[config.mk]
export PLATFORM = sky130hd
export DESIGN_NAME = mep_ctrl
export DESIGN_NICKNAME = d
export VERILOG_FILES = /design/src/mep_pkg.sv /design/src/mep_ctrl.sv
export SDC_FILE = /design/constraint.sdc
export NUM_CORES = 1
export LEC_CHECK = 0
export ABC_AREA = 1
export BUFFER_PORTS_ARGS = -buffer_cell sky130_fd_sc_hd__clkbuf_2
export CORE_MARGIN = 3
export CORE_UTILIZATION = 53
export CTS_CLUSTER_DIAMETER = 50
export DETAILED_ROUTE_END_ITERATION = 10
export MAX_ROUTING_LAYER = met4
export PLACE_DENSITY = 0.84
export SLEW_MARGIN = 5
export SYNTH_ARGS = -nofsm -noshare
export SYNTH_HDL_FRONTEND = slang
export SYNTH_SLANG_ARGS = --single-unit
[constraint.sdc]
create_clock -name clk -period 1.8 [get_ports clk]
set_clock_uncertainty 0.2 [all_clocks]
set_input_delay 0.09 -clock clk [delete_from_list [all_inputs] [get_ports clk]]
set_output_delay 0.09 -clock clk [all_outputs]
set_load 0.05 [all_outputs]
[src/mep_pkg.sv]
// ----------------------------------------------------------------------------
// mep_pkg: shared types, constants and fixed-point helpers
// Q4.FRAC_BITS number format, saturating add/subtract, product rounding,
// configuration register indexes and controller command codes.
// ----------------------------------------------------------------------------
package mep_pkg;

  // Number format
  localparam int FRAC_BITS = 28;
  localparam int QW        = FRAC_BITS + 4;       // Q4.FRAC_BITS word
  localparam int PROD_W    = 2 * QW;              // full signed product
  localparam int FIX_W     = PROD_W - FRAC_BITS;  // product after the binary-point shift

  typedef logic signed [QW-1:0]     q_t;
  typedef logic signed [PROD_W-1:0] prod_t;

  localparam q_t QMAX = q_t'({1'b0, {(QW-1){1'b1}}});
  localparam q_t QMIN = q_t'({1'b1, {(QW-1){1'b0}}});

  localparam q_t C_TWO_HALF = q_t'(64'd5 << (FRAC_BITS - 1));  // 2.5
  localparam q_t C_ONE_QTR  = q_t'(64'd5 << (FRAC_BITS - 2));  // 1.25
  localparam q_t C_FOUR     = q_t'(64'd4 << FRAC_BITS);        // 4.0

  // Iteration limit default
  localparam int MAX_ITER_DEF = 1500;

  // Field and register widths
  localparam int PIX_W      = 12;
  localparam int WID_W      = 13;
  localparam int SCALE_W    = 31;
  localparam int OFF_W      = 21;
  localparam int COL_W      = 8;
  localparam int IN_W       = 2 * PIX_W;
  localparam int OUT_W      = 3 * COL_W;
  localparam int CFG_IDX_W  = 3;
  localparam int CFG_DATA_W = 31;

  // Coordinate mapping widths
  localparam int SUM_W     = OFF_W + 1;     // pixel plus offset, signed
  localparam int MAG_W     = OFF_W;         // magnitude of that sum
  localparam int NUM_W     = MAG_W + 3;     // magnitude times 4 or 5
  localparam int REM_W     = NUM_W + 1;     // divider remainder
  localparam int DEN_W     = WID_W + 4;     // divisor scaled by 8 or 16
  localparam int QUO_W     = QW - 1;        // 3 integer + FRAC_BITS fraction bits
  localparam int DIV_STEPS = QUO_W;

  // Shade divider (255 / steps)
  localparam int RDIV_STEPS = COL_W;

  localparam logic [COL_W-1:0] COL_MAX  = '1;
  localparam logic [COL_W-1:0] COL_ZERO = '0;

  // Configuration register indexes
  localparam logic [CFG_IDX_W-1:0] REG_WIDTH  = 3'd0;
  localparam logic [CFG_IDX_W-1:0] REG_HEIGHT = 3'd1;
  localparam logic [CFG_IDX_W-1:0] REG_SCALE  = 3'd2;
  localparam logic [CFG_IDX_W-1:0] REG_OFFX   = 3'd3;
  localparam logic [CFG_IDX_W-1:0] REG_OFFY   = 3'd4;

  // Configuration reset values
  localparam logic [WID_W-1:0]   WIDTH_RST  = 13'd1920;
  localparam logic [WID_W-1:0]   HEIGHT_RST = 13'd1200;
  localparam logic [SCALE_W-1:0] SCALE_RST  = SCALE_W'(64'd1 << FRAC_BITS);
  localparam logic [OFF_W-1:0]   OFF_RST    = '0;

  // Controller to datapath command
  typedef enum logic [3:0] {
    OP_NONE,
    OP_LOAD,   // capture pixel plus offset
    OP_PREP,   // magnitudes, numerators, divisors
    OP_CHK,    // integer part overflow check
    OP_DIV,    // one quotient bit per lane
    OP_RSIGN,  // apply sign / saturation to the ratio
    OP_RSUB,   // subtract the axis constant
    OP_MMUL,   // multiply by zoom scale
    OP_MFIX,   // round scaled point, clear z
    OP_IMUL,   // zr*zr, zi*zi, zr*zi
    OP_IFIX,   // round the three products
    OP_IUPD,   // escape test and z update
    OP_RDIV,   // one bit of the shade divide
    OP_OUT     // load the result register
  } op_t;

  // Datapath status back to the controller
  typedef struct packed {
    logic esc;       // |z|^2 >= 4 in the update cycle
    logic at_max;    // step count at its limit
    logic out_free;  // result register can take a new item
  } stat_t;

  // Saturating add
  function automatic q_t q_add(input q_t a, input q_t b);
    logic [QW:0] s;
    s = {a[QW-1], a} + {b[QW-1], b};
    if (s[QW] != s[QW-1]) begin
      return s[QW] ? QMIN : QMAX;
    end
    return q_t'(s[QW-1:0]);
  endfunction

  // Saturating subtract
  function automatic q_t q_sub(input q_t a, input q_t b);
    logic [QW:0] s;
    s = {a[QW-1], a} - {b[QW-1], b};
    if (s[QW] != s[QW-1]) begin
      return s[QW] ? QMIN : QMAX;
    end
    return q_t'(s[QW-1:0]);
  endfunction

  // Product back to Q format: truncate toward zero, then saturate
  function automatic q_t q_fix(input prod_t p);
    logic [FIX_W-1:0] t;
    logic             inc;
    inc = p[PROD_W-1] & (|p[FRAC_BITS-1:0]);
    t   = p[PROD_W-1:FRAC_BITS] + FIX_W'(inc);
    if (t[FIX_W-1:QW-1] == {(FIX_W-QW+1){t[FIX_W-1]}}) begin
      return q_t'(t[QW-1:0]);
    end
    return t[FIX_W-1] ? QMIN : QMAX;
  endfunction

endpackage

[src/mep_ctrl.sv]
// ----------------------------------------------------------------------------
// mep_ctrl: pixel sequencer
// Walks one item through mapping, the escape loop, the shade divide and the
// result register, one datapath command per cycle unless idle or stalled.
// ----------------------------------------------------------------------------
module mep_ctrl (
  input  logic            clk,
  input  logic            rst_n,
  input  logic            in_tvalid,
  output logic            in_tready,
  output mep_pkg::op_t    cmd,
  input  mep_pkg::stat_t  st
);

  localparam int CNT_W = $clog2(mep_pkg::DIV_STEPS);

  localparam logic [3:0] S_IDLE  = 4'd0;
  localparam logic [3:0] S_PREP  = 4'd1;
  localparam logic [3:0] S_CHK   = 4'd2;
  localparam logic [3:0] S_DIV   = 4'd3;
  localparam logic [3:0] S_RSIGN = 4'd4;
  localparam logic [3:0] S_RSUB  = 4'd5;
  localparam logic [3:0] S_MMUL  = 4'd6;
  localparam logic [3:0] S_MFIX  = 4'd7;
  localparam logic [3:0] S_IMUL  = 4'd8;
  localparam logic [3:0] S_IFIX  = 4'd9;
  localparam logic [3:0] S_IUPD  = 4'd10;
  localparam logic [3:0] S_RDIV  = 4'd11;
  localparam logic [3:0] S_OUT   = 4'd12;

  logic [3:0]       state_r, state_nxt;
  logic [CNT_W-1:0] cnt_r, cnt_nxt;

  // Next state and command
  always_comb begin
    state_nxt = state_r;
    cnt_nxt   = cnt_r;
    cmd       = mep_pkg::OP_NONE;
    unique case (state_r)
      S_IDLE: begin
        if (in_tvalid) begin
          cmd       = mep_pkg::OP_LOAD;
          state_nxt = S_PREP;
        end
      end
      S_PREP: begin
        cmd       = mep_pkg::OP_PREP;
        state_nxt = S_CHK;
      end
      S_CHK: begin
        cmd       = mep_pkg::OP_CHK;
        cnt_nxt   = CNT_W'(mep_pkg::DIV_STEPS - 1);
        state_nxt = S_DIV;
      end
      S_DIV: begin
        cmd = mep_pkg::OP_DIV;
        if (cnt_r == '0) begin
          state_nxt = S_RSIGN;
        end else begin
          cnt_nxt = cnt_r - 1'b1;
        end
      end
      S_RSIGN: begin
        cmd       = mep_pkg::OP_RSIGN;
        state_nxt = S_RSUB;
      end
      S_RSUB: begin
        cmd       = mep_pkg::OP_RSUB;
        state_nxt = S_MMUL;
      end
      S_MMUL: begin
        cmd       = mep_pkg::OP_MMUL;
        state_nxt = S_MFIX;
      end
      S_MFIX: begin
        cmd       = mep_pkg::OP_MFIX;
        state_nxt = S_IMUL;
      end
      S_IMUL: begin
        cmd       = mep_pkg::OP_IMUL;
        state_nxt = S_IFIX;
      end
      S_IFIX: begin
        cmd       = mep_pkg::OP_IFIX;
        state_nxt = S_IUPD;
      end
      S_IUPD: begin
        cmd = mep_pkg::OP_IUPD;
        if (st.esc) begin
          cnt_nxt   = CNT_W'(mep_pkg::RDIV_STEPS - 1);
          state_nxt = S_RDIV;
        end else if (st.at_max) begin
          state_nxt = S_OUT;
        end else begin
          state_nxt = S_IMUL;
        end
      end
      S_RDIV: begin
        cmd = mep_pkg::OP_RDIV;
        if (cnt_r == '0) begin
          state_nxt = S_OUT;
        end else begin
          cnt_nxt = cnt_r - 1'b1;
        end
      end
      S_OUT: begin
        if (st.out_free) begin
          cmd       = mep_pkg::OP_OUT;
          state_nxt = S_IDLE;
        end
      end
      default: begin
        state_nxt = S_IDLE;
      end
    endcase
  end

  // State register
  always_ff @(posedge clk) begin
    if (!rst_n) begin
      state_r <= S_IDLE;
      cnt_r   <= '0;
    end else begin
      state_r <= state_nxt;
      cnt_r   <= cnt_nxt;
    end
  end

  assign in_tready = (state_r == S_IDLE);

endmodule

==> impl_metrics.csv <==
group,metric,value,unit
status,status,"finished, final reports clean",
worst_setup_path,startpoint_type,"flop",
worst_setup_path,crit_type,"reg2out",
synth,syn_inst,110,
pwr,seq_power_share,24.0,%
synth,syn-num-nets,117,
sta,maxSlewHeadroom,81.4,%
placement,place_hpwl,1290,µm
worst_setup_path,reg2reg_depth,8,
synth,ys_seq_area_share,25.9,%
pwr,p_clk_share,11.3,%
global_route,antenna_found_initial,0,
hold_path,whs_path_depth,5,
placement,dp_cells,133,
synth,yosysUniqueCellTypes,27,
sta,hold_viol,0,
synth,ys_seq_elements,9,
pwr,combPwrFrac,64.7,%
global_route,grt_max_degree,9,
synth,synth-edff-count,0,
worst_setup_path,cpPeakStageDelay,0.37,ns
routing,dr_total_vias,800,
worst_setup_path,crit_arrival,1.44,ns
floorplanning,rows,12,
layout,n_fill_cell,90,
worst_setup_path,reg2reg_from,"cnt_r[0]",
floorplanning,die_h,42.3,µm
worst_setup_path,required,1.51,ns
pwr,p_sw_share,52.8,%
worst_setup_path,rrSetupSlack,0.14,ns
layout,final-seq-area,188,µm²
job,cap_violations,0,
routing,viasPerCell,5.63,
global_route,grt_pass1_vias,690,
worst_setup_path,path_cells,"nor2_4, inv_2, nor3_4, nand2_1, o2111ai_1, clkbuf_8",
routing,first_pass_iters,4,
clock_network,clk-insertion-delay-late,0.27,ns
worst_setup_path,end_kind,"primary output",
sta,timing.final.crit_share,96.1,%
synth,netlist_area,697,µm²
worst_setup_path,regToRegEndpoint,"state_r[3]",
pwr,power_density,1610,nW/µm²
synth,synth_area_leader_cell,"dfxtp_1",
global_route,grt_pass1_wl,2970,µm
synth,synth_top_area_share,25.9,%
synth,synth_area_leaders,"dfxtp_1, nand2_1, inv_1",
floorplanning,io_pins,11,
routing,ant_nets,0,
placement,io_buffers,10,
layout,fin_util,74.4,%
placement,dpl_cell_area,776,µm²
worst_setup_path,crit_buf_inv,2,
clock_network,cts_tree,"yes",
sta,setup_tns,0,ns
pwr,internal_power,661,µW
clock_network,cts_max_level,1,
placement,gp_congestion,0.909,
hold_path,min_from,"st[2]",
sta,worst_pin_slew,0.280,ns
floorplanning,die_area,1790,µm²
global_route,track_usage,22.2,%
floorplanning,die_x,42.3,µm
clock_network,path_clk_slew,0.06,ns
global_route,grt_overflow,0,
synth,ys_top_cells_by_count,"nand2_1, inv_1, nor2_1, dfxtp_1",
sta,drv_slew,0,
pwr,p_sw,738,µW
routing,first_iter_violations,37,
pwr,leakage,0.000391,µW
routing,wl_per_cell,12.9,µm
sta,period_minus_slack,1.73,ns
layout,finalInstanceArea,871,µm²
routing,route.detailed.drc,0,
clock_network,clockRootBuffer,"clkbuf_4",
worst_setup_path,crit_family,"simple AND/OR/NAND/NOR gates",
sta,fin_ws,0.0702,ns
clock_network,cts_buffers,3,
clock_network,cts_num_sinks,9,
sta,setup_viol,0,
floorplanning,initial_utilization,59.5,%
placement,place_ws,0.194,ns
sta,clock.fmax,0.578,GHz
worst_setup_path,path_max_fanout,8,
layout,drive_gt1_share,34.4,%
layout,final_cells,142,
synth,avgSynthCellArea,6.34,µm²
routing,totalWireLength,1840,µm
clock_network,clk_path_buf_depth,2,
hold_path,min_path_type,"in2reg",
worst_setup_path,crit_slowest_cell,"dfxtp_2",
floorplanning,core_area,1170,µm²
hold_path,holdPathEnd,"state_r[1]",
synth,synth-main-ff-cell,"dfxtp_1",
layout,multi_input_area,454,µm²
layout,diodes,0,
pwr,peakVddDrop,1.09,mV
layout,nets,136,
synth,synth_warnings,0,
synth,synth.most_common_cell,"nand2_1",
synth,ys_async_sr_fraction,0,%
layout,syn_to_final_growth,25.0,%
-- cell usage in the layout (no fill, tap or decap), drive strengths merged, types with 2 or more instances in the layout --
cell type / n
nand2: 26
o21ai: 10
buf: 5
inv: 18
nand3b: 2
dlygate4sd3: 3
a21oi: 9
nand4: 2
nor2: 14
dfxtp: 9
nand3: 11
clkbuf: 12
-- power by group through the flow --
stage	Sequential [µW]	Clock, µW	Combinational [µW]
global route	342	174	971
finish	336	158	905
global placement	329	0	791
floorplan	315	0	667
detailed placement	331	0	801
CTS	333	165	837
-- sequential cells by signal, indices dropped and copies added, names as in the netlist --
register	cells
cnt_r	5
state_r	4
-- tightest hold or removal path, stage by stage --
cell	delay, ns
clkbuf_2	0.09
inv_1	0.07
o21ai_0	0.15
o21ai_0	0.08
inv_1	0.05
-- worst max path at each step --
stage,from,end,cells past startpoint
floorplan,state_r[0],cmd[0],5
global placement,cnt_r[0],state_r[3],8
detailed placement,state_r[3],cmd[0],5
CTS,state_r[1],cmd[0],6
global route,state_r[0],cmd[0],6
finish,state_r[0],cmd[0],6
-- through the flow --
stage          hold slack [ns]  total power (µW)
4_1_cts                 0.0737              1340
5_1_grt                  0.120              1490
2_1_floorplan           0.0145               982
3_3_place_gp             0.139              1120
6_report                0.0850              1400
3_5_place_dp             0.150              1130
-- what timing repair did --
action	CTS	global route
setup buffers	0	2
pin swaps	1	1
resized for setup	7	8
endpoints found under the hold margin	3	0
endpoints found under the setup margin	3	3
hold buffers	3	0
-- cell type report --
cell class / instances / area share, %
inverters: 19 / 8.19
well taps: 14 / 2.01
multi-input cells: 80 / 52.2
flip-flops and latches: 9 / 21.6
clock buffers: 4 / 3.02
repair buffers: 16 / 13.1
-- layer usage --
metal | global-route usage [%] | routed length [µm] | vias to the layer above
met5 | - | 0 | -
met4 | 11.2 | 42 | 0
met3 | 8.15 | 182 | 6
met2 | 31.6 | 876 | 54
met1 | 27.2 | 733 | 348
li1 | - | - | 392
-- cell families after synthesis --
kind of cell	after synthesis	synth area share, %
buf+inv	21	12.0
xor+xnor	1	1.26
compound gates	21	17.6
fa+ha+maj	1	1.80
simple gates	57	41.5
flops	9	25.9
Note: power is estimated with default switching activity, not from simulation.
